[config.mk]
export PLATFORM = sky130hd
export DESIGN_NAME = xtsd_ctrl
export DESIGN_NICKNAME = d
export VERILOG_FILES = /design/src/sv/xtsd_pkg.sv /design/src/sv/xtsd_ctrl.sv
export SDC_FILE = /design/constraint.sdc
export NUM_CORES = 1
export LEC_CHECK = 0
export ABC_AREA = 0
export BUFFER_PORTS_ARGS = -buffer_cell sky130_fd_sc_hd__buf_2
export CAP_MARGIN = 20
export CORE_AREA = 2 2 39 41
export CTS_BUF_LIST = sky130_fd_sc_hd__clkbuf_4 sky130_fd_sc_hd__clkbuf_8 sky130_fd_sc_hd__clkbuf_16
export DETAILED_ROUTE_END_ITERATION = 16
export DIE_AREA = 0 0 41 43
export PLACE_DENSITY_LB_ADDON = 0.3
export REMOVE_ABC_BUFFERS = 1
export SLEW_MARGIN = 25
export SYNTH_ARGS = -nofsm -noshare
export SYNTH_HDL_FRONTEND = slang
export SYNTH_SLANG_ARGS = --single-unit
[constraint.sdc]
create_clock -name clk -period 1.2 [get_ports clk]
set_input_delay 0.12 -clock clk [delete_from_list [all_inputs] [get_ports clk]]
set_output_delay 0.12 -clock clk [all_outputs]
set_load 0.01 [all_outputs]
[src/sv/xtsd_pkg.sv]
// ----------------------------------------------------------------------------
// xtsd_pkg
// Shared commands, constants and control types of the table-keyed stream
// decryptor.
// ----------------------------------------------------------------------------
`default_nettype none

package xtsd_pkg;

	localparam int unsigned DATA_W   = 32;
	localparam int unsigned TABLE_N  = 256;
	localparam int unsigned TABLE_AW = 8;

	localparam logic [31:0] KEY_WHITEN = 32'h5555_5555;
	localparam logic [31:0] TABLE_MULT = 32'd39916801;

	localparam logic [1:0] CMD_LOAD     = 2'd0;
	localparam logic [1:0] CMD_WORD_UPD = 2'd1;
	localparam logic [1:0] CMD_BYTE_UPD = 2'd2;
	localparam logic [1:0] CMD_WORD     = 2'd3;

	// Commands from the controller to the datapath.
	typedef struct packed {
		logic capture;
		logic build_step;
		logic read_step;
		logic push;
	} ctl_t;

	// Status from the datapath to the controller.
	typedef struct packed {
		logic go_build;
		logic go_read;
		logic build_last;
		logic read_last;
	} sts_t;

endpackage

`default_nettype wire

[src/sv/xtsd_ctrl.sv]
// ----------------------------------------------------------------------------
// xtsd_ctrl
// Sequencer for capture, table build, table reads and result transfer.
// ----------------------------------------------------------------------------
`default_nettype none

module xtsd_ctrl (
	input  wire logic           clk,
	input  wire logic           arst_n,
	input  wire logic           in_valid,
	output      logic           in_ready,
	output      logic           out_valid,
	input  wire logic           out_ready,
	input  wire xtsd_pkg::sts_t sts,
	output      xtsd_pkg::ctl_t ctl
);

	typedef enum logic [4:0] {
		ST_IDLE  = 5'b00001,
		ST_BUILD = 5'b00010,
		ST_READ  = 5'b00100,
		ST_DRAIN = 5'b01000,
		ST_DONE  = 5'b10000
	} state_t;

	state_t state_q;
	state_t state_next;
	logic   out_valid_q;
	logic   slot_free;

	assign slot_free = !out_valid_q || out_ready;
	assign in_ready  = (state_q == ST_IDLE);
	assign out_valid = out_valid_q;

	always_comb begin
		state_next     = state_q;
		ctl.capture    = 1'b0;
		ctl.build_step = 1'b0;
		ctl.read_step  = 1'b0;
		ctl.push       = 1'b0;
		case (state_q)
			ST_IDLE: begin
				if (in_valid) begin
					ctl.capture = 1'b1;
					if (sts.go_build) begin
						state_next = ST_BUILD;
					end else if (sts.go_read) begin
						state_next = ST_READ;
					end else begin
						state_next = ST_DONE;
					end
				end
			end
			ST_BUILD: begin
				ctl.build_step = 1'b1;
				if (sts.build_last) begin
					state_next = ST_DONE;
				end
			end
			ST_READ: begin
				ctl.read_step = 1'b1;
				if (sts.read_last) begin
					state_next = ST_DRAIN;
				end
			end
			ST_DRAIN: begin
				// The last table word lands in the key during this cycle.
				state_next = ST_DONE;
			end
			ST_DONE: begin
				if (slot_free) begin
					ctl.push   = 1'b1;
					state_next = ST_IDLE;
				end
			end
			default: begin
				state_next = ST_IDLE;
			end
		endcase
	end

	always_ff @(posedge clk or negedge arst_n) begin
		if (!arst_n) begin
			state_q     <= ST_IDLE;
			out_valid_q <= 1'b0;
		end else begin
			state_q <= state_next;
			if (ctl.push) begin
				out_valid_q <= 1'b1;
			end else if (out_ready) begin
				out_valid_q <= 1'b0;
			end
		end
	end

endmodule

`default_nettype wire

==> impl_metrics.json, run 1 <==
{
  "outcome": "finished with violations",
  "violations": "negative setup slack",
  "slowest_stage": "dfrtp_1",
  "post-route-period-util_pct": 126,
  "crit_start": "state_q[2]$_DFFE_PN0P_",
  "initial_core_util_pct": 27.8,
  "tns_ns": -2.26,
  "cp-endpoint": "ctl[3]",
  "skew_ns": 0.00450,
  "min_path_type": "input port to register",
  "fin_ws_ns": -0.308,
  "yosysSeqAreaShare_pct": 39.4,
  "final_antenna_net_count": 0,
  "rsz0062_at_grt": "true",
  "seqPwrFrac_pct": 18.8,
  "die_y_um": 43,
  "synth_cell_types": 24,
  "setup_viol": 10,
  "holdCritStartpoint": "sts[0]",
  "syn_inst": 36,
  "grt_pass1_wl_mm": 1.64,
  "ios": 14,
  "worstSkewPairLatency_ns": 0.26,
  "grtUsageTotal_pct": 14.1,
  "grt_pass1_vias": 428,
  "postLayoutCoreUtil_pct": 53.2,
  "reg2reg_to": "state_q[0]$_DFFE_PN1P_",
  "swShare_pct": 35.8,
  "required_ns": 1.08,
  "p_per_area_nw_per_um2": 2570,
  "vias": 417,
  "drive_gt1_share_pct": 71.2,
  "synth-seq-cells": 6,
  "row_count": 14,
  "cp_slowest_stage_delay_ns": 0.37,
  "p_comb_share_pct": 68.5,
  "max_freq_mhz": 663,
  "place_inst": 75,
  "ir_drop_uv": 1280,
  "diodes": 0,
  "fin_cells": 89,
  "routed_via_density": 4.69,
  "cp-start-kind": "register",
  "yosys_warnings": 0,
  "place_ws_ns": -0.215,
  "clkTransAtPathRegs_ns": 0.05,
  "syn_area_sq_um": 384,
  "die_x_um": 41,
  "fin_crit_ns": 1.51,
  "nets": 82,
  "p_leak_nw": 0.380,
  "clock_sinks": 6,
  "clock_path_buffers": 2,
  "grt-ovfl-total": 0,
  "drt_first_pass_iters": 4,
  "final_hold_viol_count": 0,
  "core_area_sq_um": 1380,
  "power.switching_mw": 0.678,
  "power_mw": 1.89,
  "grt_max_degree": 7,
  "antenna_found_initial": 0,
  "die-area_sq_um": 1760,
  "post-dp-hpwl_um": 698,
  "r2r_setup_slack_ns": -0.21,
  "h-tree-depth": 1,
  "syn_avg_cell_area_sq_um": 10.7,
  "drv_cap": 0,
  "worst_pin_slew_ns": 0.363,
  "worstPathArrival_ns": 1.39,
  "clkPwrFrac_pct": 12.7,
  "cts_buffers": 3,
  "root_buffer": "clkbuf_4",
  "reg2reg_depth": 5,
  "critPathMaxFanout": 3,
  "placed_cell_area_sq_um": 544,
  "crit_path_end_kind": "output pin",
  "drv_slew": 0,
  "gp_congestion": 0.726,
  "routedWlPerCell_um": 11.9,
  "crit_type": "register to output pin",
  "internal_power_mw": 1.21,
  "drt-initial-drc-count": 3,
  "post-route-drc-count": 0,
  "cts_tree": "done",
  "final_area_sq_um": 736,
  "syn_to_final_growth_pct": 91.5,
  "placement.io_buffers": 13,
  "r2r_start": "state_q[3]$_DFFE_PN0P_",
  "path_cells": "or2_4, nor4b_4, and2_1, buf_2",
  "slew_headroom_pct": 75.6,
  "finalWirelength_mm": 1.06,
  "hold-worst-slack_ns": 0.112
}
-- sequential cells by signal, indices dropped and copies added (netlist names) --
signal,cells
state_q,5
out_valid,1
-- worst min-delay path by stage --
| stage | cells after the start | slack (ns) | end |
|---|---|---|---|
| after floorplan | 0 | -0.18 | out_valid$_DFFE_PN0P_ |
| after global placement | 1 | -0.05 | out_valid$_DFFE_PN0P_ |
| after detailed placement | 1 | -0.05 | out_valid$_DFFE_PN0P_ |
| after CTS | 2 | 0.11 | state_q[2]$_DFFE_PN0P_ |
| after global routing | 2 | 0.12 | state_q[2]$_DFFE_PN0P_ |
| final | 2 | 0.11 | state_q[2]$_DFFE_PN0P_ |
-- Yosys cell counts --
cell       instances  area [sq um]
dfrtp_1            5           125
nor2_1             4          15.0
nand2_1            3          11.3
nor4b_1            3          26.3
o21ai_1            2          10.0
a21oi_1            1          5.00
and2_1             1          6.26
and2b_1            1          7.51
dfstp_2            1          26.3
inv_1              1          3.75
nand2_2            1          6.26
nand2b_1           1          6.26
nand3_1            1          5.00
nand3b_1           1          7.51
nand3b_2           1          11.3
nor2b_1            1          6.26
nor3_1             1          5.00
nor3_2             1          10.0
nor4b_4            1          23.8
o2111ai_4          1          26.3
o22ai_1            1          6.26
o41ai_2            1          16.3
or2_4              1          8.76
xnor2_1            1          8.76
-- power by group through the flow --
stage | sequential [mW] | combinational [mW] | clock, mW
final | 0.355 | 1.30 | 0.240
after global routing | 0.367 | 1.40 | 0.246
after CTS | 0.346 | 1.06 | 0.237
after detailed placement | 0.357 | 0.859 | 0
after global placement | 0.357 | 0.861 | 0
after floorplan | 0.375 | 0.499 | 0
-- kinds of logic (layout without fill, tap and decap cells) --
group	count (synthesis)	count (layout)	share of synthesized area, %
AOI/OAI and AO/OA	6	6	16.6
xor gates and xnor gates	1	1	2.28
buffers and inverters	1	38	0.976
DFF	6	6	39.4
and+or+nand+nor	22	22	40.7
-- what timing repair did --
action	in CTS	in global routing
setup endpoints to repair	10	10
pin swaps	3	10
gates resized for setup	7	11
hold buffers	1	0
setup buffers	6	3
endpoints found under the hold margin	6	0
-- per-layer routing --
layer  up-vias  global-route usage (%)  part of all wire, %
met1       194                    16.9                   40
met3         2                       0                  5.7
met4         0                    12.0                 0.75
met2        14                    21.9                   54
li1        207                       -                    -
met5         -                       0                    0
-- final cells by class --
type,count,area [sq um]
inverter,1,3.75
sequential,6,154
multi-input combinational,29,283
timing repair buffer,33,245
clock buffer,4,30.0
tap,16,20.0
fill,128,648
-- critical path, delay by kind of cell (launching register included) --
family / cells / cell delay, ns
simple gates: 3 / 0.64
flops: 1 / 0.37
buf+inv: 1 / 0.12
-- cells in the final DEF (no fill, tap or decap), drive strengths merged --
cell type and n:
nand2b 1, xnor2 1, nand2 4, inv 1, and2b 1, o41ai 1, nor3 2, nor2b 1
dlygate4sd3 1, nand3 1, nand3b 2, o2111ai 1, or2 1, clkbuf 4, dfstp 1, nor2 4
a21oi 1, nor4b 4, buf 32, o22ai 1, and2 1, o21ai 2, dfrtp 5
(Power assumes the default switching activity.)
==> inputs of run 2 (changes only) <==
--- a/config.mk
+++ b/config.mk
@@ -8,6 +8,8 @@
 export ABC_AREA = 0
 export BUFFER_PORTS_ARGS = -buffer_cell sky130_fd_sc_hd__buf_2
 export CAP_MARGIN = 20
+export CELL_PAD_IN_SITES_DETAIL_PLACEMENT = 0
+export CELL_PAD_IN_SITES_GLOBAL_PLACEMENT = 1
 export CORE_AREA = 2 2 39 41
 export CTS_BUF_LIST = sky130_fd_sc_hd__clkbuf_4 sky130_fd_sc_hd__clkbuf_8 sky130_fd_sc_hd__clkbuf_16
 export DETAILED_ROUTE_END_ITERATION = 16
==> constraint.sdc (replaced) <==
create_clock -name clk -period 1.6 [get_ports clk]
set_input_delay 0.16 -clock clk [delete_from_list [all_inputs] [get_ports clk]]
set_output_delay 0.16 -clock clk [all_outputs]
set_load 0.01 [all_outputs]
==> impl_metrics.json, run 2 (same netlist as run 1, synthesis figures left out) <==
{
  "worstPathArrival_ns": 1.41,
  "grt_pass1_wl_mm": 1.27,
  "p_leak_nw": 0.268,
  "drive_gt1_share_pct": 51.7,
  "worst_pin_slew_ns": 0.412,
  "final_hold_viol_count": 0,
  "clock_sinks": 6,
  "root_buffer": "clkbuf_4",
  "clock_path_buffers": 2,
  "nets": 67,
  "cp_slowest_stage_delay_ns": 0.37,
  "mostFrequentLayoutCell": "buf_2",
  "place_inst": 66,
  "initial_core_util_pct": 27.8,
  "fin_ws_ns": 0.0326,
  "slew_headroom_pct": 72.3,
  "grt_max_degree": 7,
  "crit_path_end_kind": "output pin",
  "met2WireLength_um": 381,
  "routedWlPerCell_um": 10.8,
  "holdCritStartpoint": "sts[0]",
  "cp-start-kind": "register",
  "p_per_area_nw_per_um2": 1910,
  "largest_reg_flops": 5,
  "crit_type": "register to output pin",
  "place_ws_ns": 0.178,
  "min_to": "state_q[2]$_DFFE_PN0P_",
  "skew_ns": 0.000799,
  "layout_common_cells": "buf_2, nor2_1, clkbuf_4, dfrtp_1, buf_4",
  "drt_first_pass_iters": 2,
  "diodes": 0,
  "placed_cell_area_sq_um": 477,
  "final_antenna_net_count": 0,
  "tns_ns": 0,
  "highest_layer": "met4",
  "wl_met1_um": 369,
  "fin_crit_ns": 1.57,
  "drv_cap": 0,
  "max_freq_mhz": 638,
  "grtUsageTotal_pct": 11.2,
  "reg2reg_to": "state_q[2]$_DFFE_PN0P_",
  "post-route-drc-count": 0,
  "rsz0062_at_grt": "true",
  "crit_buf_inv": 1,
  "critPathTopFamily": "simple AND/OR/NAND/NOR gates",
  "slowest_stage": "dfrtp_1",
  "postLayoutCoreUtil_pct": 39.5,
  "grt-ovfl-total": 0,
  "met3_length_um": 28,
  "cts_buffers": 3,
  "h-tree-depth": 1,
  "reg2reg_depth": 4,
  "cts_tree": "done",
  "grt_pass1_vias": 346,
  "holdPathStages": 2,
  "worstSkewPairLatency_ns": 0.24,
  "ir_drop_uv": 661,
  "post-route-period-util_pct": 98.0,
  "regMostFlops": "state_q",
  "final_area_sq_um": 547,
  "path_cells": "or2_4, nor4b_4, and2_1, buf_2",
  "placement.io_buffers": 13,
  "r2r_setup_slack_ns": 0.16,
  "post-dp-hpwl_um": 631,
  "required_ns": 1.44,
  "vias": 347,
  "drv_slew": 0,
  "antenna_found_initial": 0,
  "outcome": "finished clean",
  "syn_to_final_growth_pct": 42.3,
  "routed_via_density": 4.69,
  "core_area_sq_um": 1380,
  "die_x_um": 41,
  "finalWirelength_um": 800,
  "ios": 14,
  "row_count": 14,
  "r2r_start": "state_q[0]$_DFFE_PN1P_",
  "die-area_sq_um": 1760,
  "setup_viol": 0,
  "die_y_um": 43,
  "clkTransAtPathRegs_ns": 0.05,
  "drt-initial-drc-count": 3,
  "min_path_type": "input port to register",
  "gp_congestion": 0.689,
  "fin_cells": 74,
  "critPathMaxFanout": 3
}
## run 2: cell count changes in the layout (fill, tap and decap cells not counted), moves of 2 or more
cell / before / now
buf_4: 15 / 4
nand2_1: 1 / 3
nand2_2: 3 / 1
buf_2: 11 / 13
buf_6: 6 / 0
nor4b_1: 1 / 3
nor4b_4: 3 / 1
## run 2: area by class of cell
type	instances	area [sq um]
multi-input combinational	29	235
sequential	6	153
clock buffer	4	30.0
fill	148	837
timing repair buffer	18	105
tap	16	20.0
inverter	1	3.75
## run 2: worst max path at each step
stage               slack, ns              startpoint  cells after the start                endpoint
global placement         0.19  state_q[3]$_DFFE_PN0P_                      4  state_q[2]$_DFFE_PN0P_
CTS                     -0.02  state_q[2]$_DFFE_PN0P_                      4                  ctl[3]
global route            -0.03  state_q[2]$_DFFE_PN0P_                      4                  ctl[3]
detailed placement       0.18  state_q[0]$_DFFE_PN1P_                      4  state_q[2]$_DFFE_PN0P_
floorplan                0.19  state_q[4]$_DFFE_PN0P_                      3                  ctl[3]
finish                   0.03  state_q[2]$_DFFE_PN0P_                      4                  ctl[3]
## run 2: stage by stage
step,hold slack (ns),total power [mW]
final,0.162,1.04
after global routing,0.193,1.12
after CTS,0.157,1.04
after detailed placement,-0.0121,0.811
after global placement,-0.0127,0.813
after floorplan,-0.136,0.655
## run 2: worst reg2reg max path: stages, from the launching register on
cell and delay, ns:
dfstp_2 0.59, nor4b_1 0.31, nand2_2 0.14, o2111ai_4 0.15
o22ai_1 0.12
## run 2: what timing repair did
action	4_1_cts	5_1_grt
resized for setup	0	2
hold buffers	1	0
setup buffers	3	0
pin swaps	3	1
setup endpoints to repair	1	2
hold endpoints to repair	6	0
## run 2: routing by layer
layer  vias to the layer above  global-route usage, %
met5                         -                      0
met4                         0                   10.0
met3                         4                   1.57
met2                         8                   17.5
met1                       159                   12.2
li1                        176                      -
## run 2: power by group
group,switching (mW),internal [mW]
clock,0.0555,0.111
sequential,0.0707,0.219
combinational,0.260,0.325
==> inputs of run 3 (changes only) <==
==> constraint.sdc (replaced) <==
create_clock -name clk -period 1.4 [get_ports clk]
set_input_delay 0.14 -clock clk [delete_from_list [all_inputs] [get_ports clk]]
set_output_delay 0.14 -clock clk [all_outputs]
set_load 0.01 [all_outputs]
==> impl_metrics.json, run 3 (same netlist as run 1, synthesis figures left out) <==
{
  "outcome": "finished with violations",
  "violations": "negative setup slack",
  "routed_via_density": 4.61,
  "crit_path_end_kind": "output pin",
  "grt_pass1_vias": 372,
  "regMostFlops": "state_q",
  "fin_cells": 85,
  "core_area_sq_um": 1380,
  "grt_max_degree": 7,
  "placement.io_buffers": 13,
  "drt_first_pass_iters": 2,
  "syn_to_final_growth_pct": 82.4,
  "worst_pin_slew_ns": 0.313,
  "clkTransAtPathRegs_ns": 0.05,
  "required_ns": 1.26,
  "diodes": 0,
  "critPathMaxFanout": 3,
  "drive_gt1_share_pct": 68.1,
  "ir_drop_uv": 914,
  "max_freq_mhz": 654,
  "drt-initial-drc-count": 1,
  "fin_crit_ns": 1.53,
  "reg2reg_to": "state_q[2]$_DFFE_PN0P_",
  "reg2reg_depth": 4,
  "post-dp-hpwl_um": 674,
  "p_per_area_nw_per_um2": 2150,
  "post-route-drc-count": 0,
  "crit_type": "register to output pin",
  "cp-start-kind": "register",
  "cts_buffers": 3,
  "routedWlPerCell_um": 12.0,
  "cts_tree": "done",
  "row_count": 14,
  "slew_headroom_pct": 78.9,
  "die_y_um": 43,
  "nets": 78,
  "layout_common_cells": "buf_2, buf_4, buf_6",
  "place_inst": 72,
  "setup_viol": 9,
  "post-route-period-util_pct": 109,
  "vias": 392,
  "root_buffer": "clkbuf_4",
  "grt_pass1_wl_mm": 1.49,
  "min_path_type": "input port to register",
  "holdCritStartpoint": "sts[0]",
  "final_area_sq_um": 701,
  "drv_cap": 0,
  "final_antenna_net_count": 0,
  "rsz0062_at_grt": "true",
  "grt-ovfl-total": 0,
  "placed_cell_area_sq_um": 522,
  "largest_reg_flops": 5,
  "min_to": "state_q[2]$_DFFE_PN0P_",
  "clock_sinks": 6,
  "drv_slew": 0,
  "antenna_found_initial": 0,
  "worstSkewPairLatency_ns": 0.25,
  "r2r_start": "state_q[0]$_DFFE_PN1P_",
  "holdPathStages": 2,
  "skew_ns": 0.00469,
  "grtUsageTotal_pct": 12.6,
  "gp_congestion": 0.673,
  "p_leak_nw": 0.352,
  "h-tree-depth": 1,
  "initial_core_util_pct": 27.8,
  "power_mw": 1.50,
  "r2r_setup_slack_ns": -0.06,
  "ios": 14,
  "worstPathArrival_ns": 1.39,
  "final_hold_viol_count": 0,
  "finalWirelength_mm": 1.02,
  "fin_ws_ns": -0.129,
  "die_x_um": 41,
  "clock_path_buffers": 2,
  "die-area_sq_um": 1760
}
run 3: changes by cell type in the layout (fill, tap and decap cells not counted), sizes merged:
cell,change
buf,+11
run 3: power by group:
part           leakage, nW  internal [mW]  total, mW  switching (mW)
Clock               0.0184          0.128      0.199          0.0707
Combinational        0.258          0.572      0.974           0.402
Sequential          0.0754          0.253      0.331          0.0783
run 3: through the flow:
stage	hold WS (ns)	setup TNS [ns]	setup slack, ns	util [%]
after global routing	0.137	-1.38	-0.205	50.6
final	0.138	-0.599	-0.129	50.6
after detailed placement	-0.0271	0	0.00409	37.7
after global placement	-0.0314	-0.0359	-0.0188	37.7
after CTS	0.135	-0.441	-0.155	43.2
after floorplan	-0.156	0	0.00942	-
run 3: worst max path at each step:
stage                                       from                     end  slack, ns
after floorplan           state_q[4]$_DFFE_PN0P_                  ctl[3]      0.009
after global placement    state_q[3]$_DFFE_PN0P_  state_q[1]$_DFFE_PN0P_      -0.02
after detailed placement  state_q[3]$_DFFE_PN0P_  state_q[2]$_DFFE_PN0P_      0.004
after CTS                 state_q[4]$_DFFE_PN0P_                  ctl[3]      -0.16
after global routing      state_q[1]$_DFFE_PN0P_                  ctl[0]      -0.21
final                     state_q[4]$_DFFE_PN0P_                  ctl[3]      -0.13
run 3: layout make-up:
| class | instances | area [sq um] |
|---|---|---|
| clock buffers | 4 | 30.0 |
| well taps | 16 | 20.0 |
| inverters | 1 | 3.75 |
| multi-input cells | 29 | 278 |
| flip-flops and latches | 6 | 154 |
| repair buffers | 29 | 215 |
| fillers | 130 | 683 |
run 3: timing repair:
action | 4_1_cts | 5_1_grt
pin swaps | 1 | 3
setup buffers | 3 | 6
endpoints found under the hold margin | 6 | 0
gates cloned | 0 | 0
setup endpoints to repair | 6 | 10
hold buffers | 1 | 0
resized for setup | 6 | 10
run 3: worst max-delay path, cell delays in order, from the launching register on:
cell and delay (ns):
dfrtp_1 0.37, or2_4 0.28, nor4b_4 0.22, and2_1 0.15, buf_2 0.12
run 3: layer usage:
| layer | GRT usage (%) | routed length [um] | share of wire (%) | up-vias |
|---|---|---|---|---|
| met4 | 8.00 | 21 | 2.1 | 0 |
| met2 | 17.8 | 530 | 52 | 8 |
| li1 | - | - | - | 198 |
| met5 | 0 | 0 | 0 | - |
| met1 | 16.4 | 433 | 42 | 184 |
| met3 | 3.14 | 34 | 3.3 | 2 |
